`src/hdl/pccq_pkg.sv`:
```
// Shared types and constants of the paced coalescing command queue.
// No dependencies; every other file imports this package.
package pccq_pkg;

  localparam int CMD_W    = 8;
  localparam int PORT_PAY_W = 32;
  localparam int QCNT_W   = 4;
  localparam int TIMER_W  = 16;

  localparam logic [TIMER_W-1:0] PACING_RESET = 16'd100;

  // Input op codes
  localparam logic OP_SUBMIT = 1'b0;
  localparam logic OP_TICK   = 1'b1;

  // Register index of the pacing interval (word address)
  localparam logic REG_PACING = 1'b0;

  // Control that the sequencer broadcasts to every cell
  typedef struct packed {
    logic             update;     // cells load their next value
    logic             submit;     // item is a submit that goes into the queue
    logic             pop;        // oldest entry leaves the queue
    logic             append;     // new command is written into the queue
    logic [CMD_W-1:0] code;       // command code of the submit
  } pccq_ctl_t;

endpackage

```
`src/hdl/pccq_if.sv`:
```
// Valid/ready channel interfaces for submit/tick items and result items.
// Depends on pccq_pkg for field widths.
interface pccq_in_if import pccq_pkg::*; ();
  logic                  valid;
  logic                  ready;
  logic                  op;
  logic [CMD_W-1:0]      command_code;
  logic [PORT_PAY_W-1:0] payload;

  modport source (output valid, output op, output command_code, output payload,
                  input ready);
  modport sink   (input valid, input op, input command_code, input payload,
                  output ready);
endinterface

interface pccq_out_if import pccq_pkg::*; ();
  logic                  valid;
  logic                  ready;
  logic                  send_valid;
  logic [CMD_W-1:0]      send_command;
  logic [PORT_PAY_W-1:0] send_payload;
  logic [QCNT_W-1:0]     queued_count;
  logic                  dropped;

  modport source (output valid, output send_valid, output send_command,
                  output send_payload, output queued_count, output dropped,
                  input ready);
  modport sink   (input valid, input send_valid, input send_command,
                  input send_payload, input queued_count, input dropped,
                  output ready);
endinterface

```
`src/hdl/paced_coalescing_command_queue_top.sv`:
```
// Top level of the paced coalescing command queue: sequencer, pacing timer,
// the chain of queue cells and the result register.
// Depends on pccq_pkg, pccq_if, pccq_cfg and pccq_cell.

// Each accepted submit or tick item yields one result item;
// a new item is taken every cycle while the result register is free or its
// result is taken in the same cycle. Coalescing works in the row of cells:
// every cell compares its code with the submit and, in the same cycle, loads
// from itself, its next or next-but-one neighbor, or the new command, so
// removing a matching entry, popping the oldest one and appending all settle
// together when the cells load. The queue needs no clearing after reset.
module paced_coalescing_command_queue_top import pccq_pkg::*; #(
  parameter int QUEUE_DEPTH  = 8,
  parameter int PAYLOAD_BITS = 32
) (
  input  logic        clk,
  input  logic        rst,
  pccq_in_if.sink     req,
  pccq_out_if.source  rsp,
  input  logic        psel,
  input  logic        penable,
  input  logic        pwrite,
  input  logic [2:0]  paddr,
  input  logic [31:0] pwdata,
  output logic [31:0] prdata,
  output logic        pready
);

  localparam int CW = $clog2(QUEUE_DEPTH + 1);
  localparam logic [CW-1:0] DEPTH_C = CW'(QUEUE_DEPTH);

  logic [TIMER_W-1:0]      interval;
  logic [TIMER_W-1:0]      reload;
  logic [TIMER_W-1:0]      timer_left;
  logic [TIMER_W-1:0]      timer_left_next;
  logic [CW-1:0]           count;
  logic [CW-1:0]           count_next;
  logic [CW-1:0]           kept;
  logic [31:0]             count_wide;
  logic                    accept;
  logic                    enq;
  logic                    pop;
  logic                    drop;
  logic                    send;
  logic                    send_now;
  logic [CMD_W-1:0]        send_cmd;
  logic [PAYLOAD_BITS-1:0] send_pay;
  logic [CMD_W-1:0]        front_cmd;
  logic [PAYLOAD_BITS-1:0] front_pay;
  logic [PAYLOAD_BITS-1:0] new_pay;
  pccq_ctl_t               ctl;

  logic [CMD_W-1:0]        cell_cmd [QUEUE_DEPTH+2];
  logic [PAYLOAD_BITS-1:0] cell_pay [QUEUE_DEPTH+2];
  logic                    pre      [QUEUE_DEPTH+2];

  pccq_cfg u_cfg (
    .clk      (clk),
    .rst      (rst),
    .psel     (psel),
    .penable  (penable),
    .pwrite   (pwrite),
    .paddr    (paddr),
    .pwdata   (pwdata),
    .prdata   (prdata),
    .pready   (pready),
    .interval (interval)
  );

  // Take an item when the result register is free or drains now
  assign req.ready = !rsp.valid || rsp.ready;
  assign accept    = req.valid && req.ready;
  assign new_pay   = PAYLOAD_BITS'(req.payload);
  assign reload    = (interval == '0) ? TIMER_W'(1) : interval;

  // Sequencer: decide queue, pop and timer actions for this item
  always_comb begin
    enq             = 1'b0;
    pop             = 1'b0;
    send_now        = 1'b0;
    timer_left_next = timer_left;
    if (req.op == OP_SUBMIT) begin
      if (timer_left != '0) begin
        enq = 1'b1;
      end else if (count != '0) begin
        enq             = 1'b1;
        pop             = 1'b1;
        timer_left_next = reload;
      end else begin
        send_now        = 1'b1;
        timer_left_next = reload;
      end
    end else if (timer_left != '0) begin
      timer_left_next = timer_left - TIMER_W'(1);
      if ((timer_left == TIMER_W'(1)) && (count != '0)) begin
        pop             = 1'b1;
        timer_left_next = reload;
      end
    end
  end

  // Coalescing leaves at most one match, so kept is count or count - 1
  assign kept       = count - CW'(pre[QUEUE_DEPTH]);
  assign drop       = enq && (kept == DEPTH_C);
  assign ctl.pop    = pop;
  assign ctl.submit = enq;
  assign ctl.append = enq && !drop;
  assign ctl.code   = req.command_code;
  assign ctl.update = accept && (enq || ctl.pop);
  assign count_next = kept + CW'(ctl.append) - CW'(ctl.pop);
  assign count_wide = 32'(count_next);

  // Oldest entry after coalescing: skip a matching front slot, and when
  // nothing else is left the new command itself is the oldest
  assign front_cmd = !pre[1] ? cell_cmd[0] :
                     (kept == '0) ? req.command_code : cell_cmd[1];
  assign front_pay = !pre[1] ? cell_pay[0] :
                     (kept == '0) ? new_pay : cell_pay[1];

  assign send     = send_now || ctl.pop;
  assign send_cmd = send_now ? req.command_code : front_cmd;
  assign send_pay = send_now ? new_pay : front_pay;

  // Chain ends: nothing beyond the last slot, no match before the first
  assign pre[0]                = 1'b0;
  assign pre[QUEUE_DEPTH+1]    = pre[QUEUE_DEPTH];
  assign cell_cmd[QUEUE_DEPTH]   = '0;
  assign cell_pay[QUEUE_DEPTH]   = '0;
  assign cell_cmd[QUEUE_DEPTH+1] = '0;
  assign cell_pay[QUEUE_DEPTH+1] = '0;

  for (genvar i = 0; i < QUEUE_DEPTH; i++) begin : g_cell
    pccq_cell #(
      .IDX   (i),
      .CW    (CW),
      .PAY_W (PAYLOAD_BITS)
    ) u_cell (
      .clk       (clk),
      .ctl       (ctl),
      .count     (count),
      .kept      (kept),
      .new_pay   (new_pay),
      .next_cmd  (cell_cmd[i+1]),
      .next_pay  (cell_pay[i+1]),
      .next2_cmd (cell_cmd[i+2]),
      .next2_pay (cell_pay[i+2]),
      .pre_in    (pre[i]),
      .pre_next  (pre[i+2]),
      .pre_out   (pre[i+1]),
      .cmd       (cell_cmd[i]),
      .pay       (cell_pay[i])
    );
  end

  // Advance fill count and timer on each transfer
  always_ff @(posedge clk) begin
    if (rst) begin
      count      <= '0;
      timer_left <= '0;
    end else if (accept) begin
      count      <= count_next;
      timer_left <= timer_left_next;
    end
  end

  // Result register: valid flag
  always_ff @(posedge clk) begin
    if (rst) begin
      rsp.valid <= 1'b0;
    end else if (accept) begin
      rsp.valid <= 1'b1;
    end else if (rsp.ready) begin
      rsp.valid <= 1'b0;
    end
  end

  // Result register: payload
  always_ff @(posedge clk) begin
    if (accept) begin
      rsp.send_valid   <= send;
      rsp.send_command <= send ? send_cmd : '0;
      rsp.send_payload <= send ? PORT_PAY_W'(send_pay) : '0;
      rsp.queued_count <= count_wide[QCNT_W-1:0];
      rsp.dropped      <= drop;
    end
  end

endmodule

```
`src/hdl/pccq_cfg.sv`:
```
// APB-style register port holding the pacing interval.
// Depends on pccq_pkg for the register index and reset value.
module pccq_cfg import pccq_pkg::*; (
  input  logic               clk,
  input  logic               rst,
  input  logic               psel,
  input  logic               penable,
  input  logic               pwrite,
  input  logic [2:0]         paddr,
  input  logic [31:0]        pwdata,
  output logic [31:0]        prdata,
  output logic               pready,
  output logic [TIMER_W-1:0] interval
);

  logic wr_en;

  assign pready = 1'b1;
  assign wr_en  = psel && penable && pwrite && (paddr[2] == REG_PACING);

  // Write the interval on the access cycle of a write transfer
  always_ff @(posedge clk) begin
    if (rst) begin
      interval <= PACING_RESET;
    end else if (wr_en) begin
      interval <= pwdata[TIMER_W-1:0];
    end
  end

  // Read back; unmapped word reads as zero
  assign prdata = (paddr[2] == REG_PACING) ? 32'(interval) : 32'd0;

endmodule

```
`src/hdl/pccq_cell.sv`:
```
// One queue slot: holds a command code and payload, compares its code with
// the submit, and loads from itself, its two successors or the new command.
// Depends on pccq_pkg for the control struct.
module pccq_cell import pccq_pkg::*; #(
  parameter int IDX    = 0,
  parameter int CW     = 4,
  parameter int PAY_W  = 32
) (
  input  logic             clk,
  input  pccq_ctl_t        ctl,
  input  logic [CW-1:0]    count,      // entries before this item
  input  logic [CW-1:0]    kept,       // entries left after coalescing
  input  logic [PAY_W-1:0] new_pay,
  input  logic [CMD_W-1:0] next_cmd,
  input  logic [PAY_W-1:0] next_pay,
  input  logic [CMD_W-1:0] next2_cmd,
  input  logic [PAY_W-1:0] next2_pay,
  input  logic             pre_in,     // a match sits before this slot
  input  logic             pre_next,   // a match sits at or before the next slot
  output logic             pre_out,    // a match sits at or before this slot
  output logic [CMD_W-1:0] cmd,
  output logic [PAY_W-1:0] pay
);

  localparam logic [CW-1:0] IDX_C  = CW'(IDX);
  localparam logic [CW-1:0] IDX1_C = CW'(IDX + 1);

  logic             match;
  logic [CMD_W-1:0] cmd_next;
  logic [PAY_W-1:0] pay_next;

  // Tag compare on an occupied slot
  assign match   = ctl.submit && (IDX_C < count) && (cmd == ctl.code);
  assign pre_out = pre_in || match;

  // Pick the source: skip the match, skip the front on a pop, or append
  always_comb begin
    cmd_next = cmd;
    pay_next = pay;
    if (ctl.pop) begin
      if (ctl.append && (IDX1_C == kept)) begin
        cmd_next = ctl.code;
        pay_next = new_pay;
      end else if (pre_next) begin
        cmd_next = next2_cmd;
        pay_next = next2_pay;
      end else begin
        cmd_next = next_cmd;
        pay_next = next_pay;
      end
    end else begin
      if (ctl.append && (IDX_C == kept)) begin
        cmd_next = ctl.code;
        pay_next = new_pay;
      end else if (pre_out) begin
        cmd_next = next_cmd;
        pay_next = next_pay;
      end
    end
  end

  // Hold unless the sequencer moves the queue
  always_ff @(posedge clk) begin
    if (ctl.update) begin
      cmd <= cmd_next;
      pay <= pay_next;
    end
  end

endmodule
```
`src/flat_wrapper.sv`:
```
// flat-port wrapper written by rule: the top's interface ports become plain ports
module paced_coalescing_command_queue_top_flat import pccq_pkg::*;
#(
  parameter int QUEUE_DEPTH  = 8,
  parameter int PAYLOAD_BITS = 32
)
  (clk, rst, psel, penable, pwrite, paddr, pwdata, prdata, pready, req_valid, req_op, req_command_code, req_payload, req_ready, rsp_valid, rsp_send_valid, rsp_send_command, rsp_send_payload, rsp_queued_count, rsp_dropped, rsp_ready);
  pccq_in_if req_i ();
  pccq_out_if rsp_i ();
  input  logic clk;
  input  logic rst;
  input  logic psel;
  input  logic penable;
  input  logic pwrite;
  input  logic [2:0] paddr;
  input  logic [31:0] pwdata;
  output logic [31:0] prdata;
  output logic pready;
  input wire logic [$bits(req_i.valid)-1:0] req_valid;
  input wire logic [$bits(req_i.op)-1:0] req_op;
  input wire logic [$bits(req_i.command_code)-1:0] req_command_code;
  input wire logic [$bits(req_i.payload)-1:0] req_payload;
  output wire logic [$bits(req_i.ready)-1:0] req_ready;
  output wire logic [$bits(rsp_i.valid)-1:0] rsp_valid;
  output wire logic [$bits(rsp_i.send_valid)-1:0] rsp_send_valid;
  output wire logic [$bits(rsp_i.send_command)-1:0] rsp_send_command;
  output wire logic [$bits(rsp_i.send_payload)-1:0] rsp_send_payload;
  output wire logic [$bits(rsp_i.queued_count)-1:0] rsp_queued_count;
  output wire logic [$bits(rsp_i.dropped)-1:0] rsp_dropped;
  input wire logic [$bits(rsp_i.ready)-1:0] rsp_ready;
  assign req_i.valid = req_valid;
  assign req_i.op = req_op;
  assign req_i.command_code = req_command_code;
  assign req_i.payload = req_payload;
  assign req_ready = req_i.ready;
  assign rsp_valid = rsp_i.valid;
  assign rsp_send_valid = rsp_i.send_valid;
  assign rsp_send_command = rsp_i.send_command;
  assign rsp_send_payload = rsp_i.send_payload;
  assign rsp_queued_count = rsp_i.queued_count;
  assign rsp_dropped = rsp_i.dropped;
  assign rsp_i.ready = rsp_ready;
  paced_coalescing_command_queue_top #(.QUEUE_DEPTH(QUEUE_DEPTH), .PAYLOAD_BITS(PAYLOAD_BITS)) u_core (.clk(clk), .rst(rst), .req(req_i), .rsp(rsp_i), .psel(psel), .penable(penable), .pwrite(pwrite), .paddr(paddr), .pwdata(pwdata), .prdata(prdata), .pready(pready));
endmodule
```
`config.mk`:
```
export PLATFORM = sky130hd
export DESIGN_NAME = paced_coalescing_command_queue_top_flat
export DESIGN_NICKNAME = d
export VERILOG_FILES = /design/src/hdl/pccq_pkg.sv /design/src/hdl/pccq_if.sv /design/src/hdl/paced_coalescing_command_queue_top.sv /design/src/hdl/pccq_cfg.sv /design/src/hdl/pccq_cell.sv /design/src/flat_wrapper.sv
export SDC_FILE = /design/constraint.sdc
export NUM_CORES = 1
export LEC_CHECK = 0
export BUFFER_PORTS_ARGS = -buffer_cell sky130_fd_sc_hd__clkbuf_2
export CAP_MARGIN = 20
export CORE_UTILIZATION = 40
export DETAILED_ROUTE_END_ITERATION = 7
export GPL_ROUTABILITY_DRIVEN = 0
export HOLD_SLACK_MARGIN = 0.02
export PLACE_DENSITY = 0.64
export SLEW_MARGIN = 20
export SYNTH_ARGS = -nofsm -noshare
export SYNTH_HDL_FRONTEND = slang
export SYNTH_HIERARCHICAL = 1
export SYNTH_SLANG_ARGS = --single-unit
export TNS_END_PERCENT = 10
```
`constraint.sdc`:
```
create_clock -name clk -period 12.9 [get_ports clk]
set_clock_uncertainty 0.05 [all_clocks]
set_input_delay 0.645 -clock clk [delete_from_list [all_inputs] [get_ports clk]]
set_output_delay 0.645 -clock clk [all_outputs]
set_load 0.02 [all_outputs]
```
==> metrics.txt, run 1 <==
Port Buffers 128; synthesized cell area ~32000 µm²; die span in x 283.8 µm; Leak 0.01326 µW; Layout area overhead 9.131%; Vias/cell 5.592; Post-synth top flop edfxtp_1; commonest non-fill, non-tap cells in the layout mux2i_1 (546), nand2_1 (464), edfxtp_1 (366), o31ai_1 (240), conb_1 (179); #FFs+latches synth 403; register area share after synthesis 36.93%; Die Span Y 283.8 µm; FF-to-FF End u_core/g_cell[3].u_cell/pay[18]; worst hold path type in2reg; Critical Path Fanout Max 74; Post-Synthesis Cells about 3300; status finished clean; Hold WS 0.2572 ns; drt first pass iters 6; FP Rows 102; hold path start pwdata[13]; Max Root-Sink Buffers 3; CP startpoint u_core/timer_left[5]; crit start category flip-flop; CP required 13.07 ns; most common cell after layout, fill and taps aside mux2i_1; Synth cell types 84; FF-to-FF Start u_core/timer_left[5]; Iter 0 DRT Violations 2631; total CTS buffers 45; # DRC 0; clock root cell clkbuf_16; Setup TNS 0 ns; Yosys top cell area share 34.60%; achievable clock frequency 86.94 MHz; GRT Overall Usage roughly a fifth; reg2reg path depth 30; first-pass GRT wire length 130.1 mm; Remaining Overflow, GRT 0; hold buffers post-CTS 0; Post-CTS Setup Bufs 0; Tcrit/Tclk final between 80% and 90%; maxcap violations 0; ys async rst share 0%; via count 24940; hold path depth 3; core area 77980 µm²; Largest delay share family, worst path simple AND/OR/NAND/NOR gates; dominant cells by area after synthesis edfxtp_1 (35%), mux2i_1 (17%), mux2_2 (5.8%), o31ai_1 (5.7%), nand2_1 (5.5%); antenna-violating nets left 0; RSZ-0062 raised after global routing false; Wirelength per Cell 17.98 µm; CTS clk-pin slew, worst paths 0.06 ns; Initial Util 40.73%; fill count 7382; slowest stage delay, CP 0.73 ns; R2R Setup Slk 1.40 ns; Setup crit end kind flip-flop; Slew @ Worst Pin 1.063 ns; CTS tree yes; share of cells above drive strength 1 14.52%; slew margin rel. between 20% and 30%; WP data arrival 11.67 ns; Stages on worst setup path 30; full die area between 80000 and 90000 µm²; vias in the first global route 23070; Avg Cell Area, Syn 9.637 µm²; maximum VDD drop 0.1061 mV; number of synthesized flops with an enable pin 366; H-tree depth 2; antenna violations before repair 8; Setup CP Type reg2reg; Crit-path slowest cell nand4b_4; CP bufs+invs 8; largest net degree at the start of global routing between 100 and 150; Clk Latency, worst-skew pair 0.58 ns; end of the worst hold path u_core/u_cfg/interval[13]; Pwr Density around 160 nW/µm²; post-synth top area cell edfxtp_1; Fin. Hold Viols 0; setup violators final 0; final wirelength 80.17 mm; CP most frequent cell or2_2; total number of yosys warnings 6; Sinks on Clock Net 403; Slew Limit Fails 0; Post-CTS Resized 0; layout net count 3480; minimum clock period 11.50 ns; I/O Pins 164; Detailed Place HPWL 52.37 mm
==> worst min-delay path, stage by stage <==
cell and delay [ns]:
clkbuf_2 0.08, nand2b_1 0.06, mux2i_1 0.06
==> logic make-up (layout without fill, tap and decap cells) <==
kind of cell | Yosys count | count (layout) | synth area share (%)
compound gates | 829 | 829 | 18.23
simple gates | 770 | 770 | 11.07
mux | 738 | 738 | 24.13
buf+inv | 467 | 412 | 7.055
flops | 403 | 403 | 36.93
xor+xnor | 74 | 74 | 2.041
fa+ha+maj | 12 | 12 | 0.4963
other cells | 3 | 181 | 0.03545
==> state kept, by name, summed over array words and instances (netlist names) <==
signal                    flops
u_core/u_cfg/interval        16
u_core/rsp.send_payload      32
u_core/rsp.queued_count       4
u_core/count                  4
u_core/rsp.dropped            1
u_core/rsp.valid              1
u_core/rsp.send_valid         1
u_core/timer_left            16
u_core/rsp.send_command       8
u_core/g_cell.u_cell/cmd     64
u_core/g_cell.u_cell/pay    256
==> cell usage after synthesis (6+ instances only) <==
| cell type | count |
|---|---|
| buf_4 | 25 |
| or3_1 | 30 |
| nor4_1 | 19 |
| o211ai_1 | 131 |
| nand4_1 | 7 |
| o22ai_1 | 155 |
| nor2b_1 | 13 |
| a211oi_1 | 6 |
| o31ai_2 | 16 |
| inv_1 | 154 |
| mux2_4 | 10 |
| nand3_1 | 6 |
| a32oi_1 | 29 |
| a211oi_2 | 10 |
| nand2_1 | 466 |
| mux2_2 | 165 |
| a221oi_1 | 8 |
| nor2_1 | 124 |
| o31ai_1 | 240 |
| a21oi_1 | 40 |
| nor3_1 | 16 |
| buf_6 | 21 |
| clkbuf_1 | 146 |
| and2b_2 | 6 |
| edfxtp_1 | 366 |
| xor2_1 | 46 |
| dfxtp_1 | 37 |
| nand2b_1 | 32 |
| xnor2_1 | 28 |
| buf_2 | 103 |
| and4_1 | 6 |
| o21ai_1 | 40 |
| ha_1 | 11 |
| mux2i_1 | 546 |
| o21ai_0 | 120 |
| or2_2 | 8 |
| buf_1 | 9 |
| mux2_1 | 17 |
==> power by group <==
group / total, µW / switching, µW / internal, µW
clock network: 1260 / 543 / 721
logic: 2290 / 1390 / 902
registers: 1930 / 155 / 1770
==> how the worst max path moves through the flow <==
stage	slack (ns)	endpoint
2_1_floorplan	3.65	u_core/g_cell[3].u_cell/cmd[0]
3_3_place_gp	1.48	u_core/g_cell[3].u_cell/pay[13]
3_5_place_dp	1.40	u_core/g_cell[3].u_cell/pay[14]
4_1_cts	1.37	u_core/g_cell[3].u_cell/pay[17]
5_1_grt	0.66	u_core/g_cell[3].u_cell/pay[17]
6_report	1.40	u_core/g_cell[3].u_cell/pay[18]
==> through the flow <==
| step | utilization (%) | total power (µW) | cell area [µm²] | setup WS (ns) | cells |
|---|---|---|---|---|---|
| after floorplan | - | 3743 | 32420 | 3.649 | 3472 |
| after global placement | 42.58 | 4168 | 33210 | 1.483 | 4376 |
| after detailed placement | 42.58 | 4210 | 33210 | 1.400 | 4376 |
| after CTS | 44.37 | 5489 | 34600 | 1.373 | 4455 |
| after global routing | 44.45 | 5808 | 34660 | 0.6616 | 4459 |
| final | 44.45 | 5481 | 34660 | 1.397 | 4459 |
==> layer usage <==
layer  part of all wire [%]  global-route usage (%)
met5                  0.057                       0
met4                    1.4                   3.959
met3                    4.7                   2.259
met2                     43                   29.01
met1                     51                   29.43
==> cell type report <==
class	count	area (µm²)	area share, %
inverter	155	594.3	1.715
multi-input combinational	2602	18600	53.67
clock buffer	62	1264	3.646
tap	1040	1301	3.754
sequential	403	11730	33.84
timing repair buffer	178	1036	2.989
antenna	2	5.005	0.01444
clock inverter	17	127.6	0.3682
No activity file was read; power rests on OpenSTA's default activity.
==> run 2: changes to the inputs <==
ABC_AREA = 1   (was not set)
==> run 2 against run 1 <==
  * Sequential power is 5% higher
  * Hold slack lost 0.039 ns
  * Clock power increased by 7%
  * Register-to-register slack improved by 1.6 ns
  * Via count up 5.4%
  * Synthesized cell count up 22%
  * Area after synthesis shrank 3.1%
  * Critical path depth rose by 11
  * Die area is 3.1% lower
  * Critical endpoint is now u_core/g_cell[0].u_cell/pay[11]
==> metrics.txt, run 2 <==
Sinks on Clock Net 403 (unchanged); Avg Cell Area, Syn 7.676 µm² (was 9.637 µm²); FF-to-FF End u_core/g_cell[0].u_cell/pay[11] (was u_core/g_cell[3].u_cell/pay[18]); hold path depth 3 (unchanged); synth cell count leaders nand2_1 (688), o21ai_0 (414), o21ai_1 (396) (was mux2i_1 (546), nand2_1 (466), edfxtp_1 (366)); antenna-violating nets left 0 (unchanged); Tcrit/Tclk final 76.81% (was 89.17%); area occupied by multi-input gates 16450 µm² (was 18600 µm²); Fin. Hold Viols 0 (unchanged); die span in x 279.3 µm (was 283.8 µm); Post-Synthesis Cells 4008 (was 3296); Slew Limit Fails 0 (unchanged); most common cell after layout, fill and taps aside nand2_1 (was mux2i_1); CTS tree yes (unchanged); layout net count 4181 (was 3480); H-tree depth 2 (unchanged); end of the worst hold path u_core/u_cfg/interval[5] (was u_core/u_cfg/interval[13]); share of cells above drive strength 1 11.45% (was 14.52%); Most flops, register u_core/g_cell.u_cell/pay (unchanged); first-pass GRT wire length 125.8 mm (was 130.1 mm); synthesized cell area 30770 µm² (was 31760 µm²); Placed Cells 5064 (was 4376); via count 26290 (was 24940); Largest regs u_core/g_cell.u_cell/pay (256), u_core/g_cell.u_cell/cmd (64), u_core/rsp.send_payload (32) (unchanged); achievable clock frequency 100.9 MHz (was 86.94 MHz); CP required 13.16 ns (was 13.07 ns); Clk Latency, worst-skew pair 0.60 ns (was 0.58 ns); final wirelength 75.95 mm (was 80.17 mm); post-route cell area 33600 µm² (was 34660 µm²); Layout area overhead 9.203% (was 9.131%); total number of yosys warnings 6 (unchanged); R2R Setup Slk 2.99 ns (was 1.40 ns); Power Total 5781 µW (was 5481 µW); #FFs+latches synth 403 (unchanged); hold path start pwdata[5] (was pwdata[13]); CP most frequent cell inv_1 (was or2_2); Critical Path Fanout Max 81 (was 74); Layout Cells excl Fill 5153 (was 4459); Hold WS 0.2182 ns (was 0.2572 ns); Detailed Place HPWL 53.13 mm (was 52.37 mm); placed standard-cell area 31950 µm² (was 33210 µm²); Ant. Diodes 0 (was 2); clock root cell clkbuf_16 (unchanged); CTS clk-pin slew, worst paths 0.06 ns (about the same); post-synth top area cell edfxtp_1 (unchanged); Setup crit end kind flip-flop (unchanged); reg2reg path depth 41 (was 30); slowest stage delay, CP 0.80 ns (was 0.73 ns); maxcap violations 0 (unchanged); number of synthesized flops with an enable pin 366 (unchanged); Synth cell types 50 (was 84); Sequential Area 11730 µm² (unchanged); worst hold path type in2reg (unchanged); GRT Overall Usage 19.13% (was 19.30%); Max Root-Sink Buffers 3 (unchanged); I/O Pins 164 (unchanged); commonest non-fill, non-tap cells in the layout nand2_1 (679), o21ai_0 (414), o21ai_1 (396), inv_1 (379), edfxtp_1 (366) (was mux2i_1 (546), nand2_1 (464), edfxtp_1 (366), o31ai_1 (240), conb_1 (179)); Leak 0.01420 µW (was 0.01326 µW); Die Span Y 279.3 µm (was 283.8 µm); RSZ-0062 raised after global routing false (unchanged); antenna violations before repair 0 (was 8); FP Rows 101 (was 102); Vias/cell 5.102 (was 5.592); Remaining Overflow, GRT 0 (unchanged); Yosys top cell area share 35.72% (was 34.60%); Post-CTS Setup Bufs 0 (unchanged); Iter 0 DRT Violations 2220 (was 2631); dominant cells by area after synthesis edfxtp_1 (36%), nand2_1 (8.4%), o21ai_0 (6.7%), o21ai_1 (6.4%), a21oi_1 (5.8%) (was edfxtp_1 (35%), mux2i_1 (17%), mux2_2 (5.8%), o31ai_1 (5.7%), nand2_1 (5.5%)); ys async rst share 0% (unchanged); FF-to-FF Start u_core/count[2] (was u_core/timer_left[5]); slew margin rel. 30.90% (was 29.16%); Wirelength per Cell 14.74 µm (was 17.98 µm); WP data arrival 10.17 ns (was 11.67 ns); fill count 7644 (was 7382); Slew @ Worst Pin 1.036 ns (was 1.063 ns); drt first pass iters 5 (was 6); # DRC 0 (unchanged); Setup TNS 0 ns (unchanged); Setup CP Type reg2reg (unchanged); largest net degree at the start of global routing 161 (was 144); Post-synth top flop edfxtp_1 (unchanged); total CTS buffers 47 (was 45); minimum clock period 9.909 ns (was 11.50 ns); Post-CTS Resized 0 (unchanged); setup violators final 0 (unchanged); maximum VDD drop 0.1602 mV (was 0.1061 mV); Port Buffers 128 (unchanged); top-count cell post-synth nand2_1 (was mux2i_1); status finished clean (unchanged); vias in the first global route 23500 (was 23070); register area share after synthesis 38.13% (was 36.93%); core area 76080 µm² (was 77980 µm²); hold buffers post-CTS 0 (unchanged); max reg flops 256 (unchanged); Crit-path slowest cell buf_4 (was nand4b_4); full die area 78030 µm² (was 80540 µm²); Pwr Density 172.1 nW/µm² (was 158.1 nW/µm²); Initial Util 40.44% (was 40.73%); crit start category flip-flop (unchanged)
==> run 2: cell types whose count changed in the layout (fill, tap and decap cells not counted), moves of 200 or more <==
cell     change
nand2_1    +215
o21ai_1    +356
o31ai_1    -200
o21ai_0    +294
a21oi_1    +317
inv_1      +229
mux2i_1    -381
==> run 2: power breakdown <==
group,switching (µW),internal [µW],leakage (µW)
combinational,1600,794,0.00969
sequential,174,1860,0.00372
clock,557,795,0.000776
==> run 2: critical path, delay by kind of cell, from the launching register on <==
kind | cells | cell delay, ns
xor gates and xnor gates | 1 | 0.16
and+or+nand+nor | 22 | 3.79
DFF | 1 | 0.62
adders and majority gates | 2 | 0.55
AOI/OAI and AO/OA | 2 | 0.29
buffers and inverters | 14 | 4.05
==> run 2: how the worst max path moves through the flow <==
stage / from / to / slack (ns) / depth (start not counted)
after global placement: req_op / u_core/g_cell[5].u_cell/cmd[7] / 2.66 / 40
after detailed placement: req_op / u_core/g_cell[1].u_cell/pay[14] / 2.49 / 40
after global routing: u_core/count[3] / u_core/g_cell[2].u_cell/pay[14] / 1.87 / 43
final: u_core/count[2] / u_core/g_cell[0].u_cell/pay[11] / 2.99 / 41
after floorplan: u_core/timer_left[0] / u_core/g_cell[5].u_cell/cmd[0] / 6.48 / 42
after CTS: u_core/count[2] / u_core/g_cell[1].u_cell/pay[14] / 2.85 / 40
==> run 2: layout make-up <==
type	count	area share [%]
well taps	1030	3.836
clock inverters	27	0.6703
repair buffers	177	3.195
inverters	395	4.435
multi-input cells	3062	48.97
flip-flops and latches	403	34.92
clock buffers	59	3.981
==> run 2: routing by layer <==
layer / wire (µm) / global-route usage, % / part of all wire (%) / vias to the layer above
met4: 1051 / 3.874 / 1.4 / 0
met5: 0 / 0 / 0 / -
met1: 39260 / 29.46 / 52 / 11760
met3: 3852 / 2.060 / 5.1 / 64
met2: 31790 / 28.64 / 42 / 646
li1: - / - / - / 13830
==> run 2: per-stage QoR <==
stage,utilization (%),setup slack (ns)
floorplan,-,6.479
global placement,41.99,2.656
detailed placement,42.00,2.491
CTS,44.05,2.853
global route,44.16,1.872
finish,44.16,2.991
==> run 2: cell families (layout without fill, tap and decap cells) <==
logic type	after synthesis	count (layout)	share of synthesized area [%]
buf+inv	718	658	10.68
xor+xnor	34	34	0.9679
mux	165	165	5.368
compound gates	1489	1489	28.32
fa+ha+maj	12	12	0.5124
other cells	3	178	0.03660
flops	403	403	38.13
simple gates	1184	1184	15.98
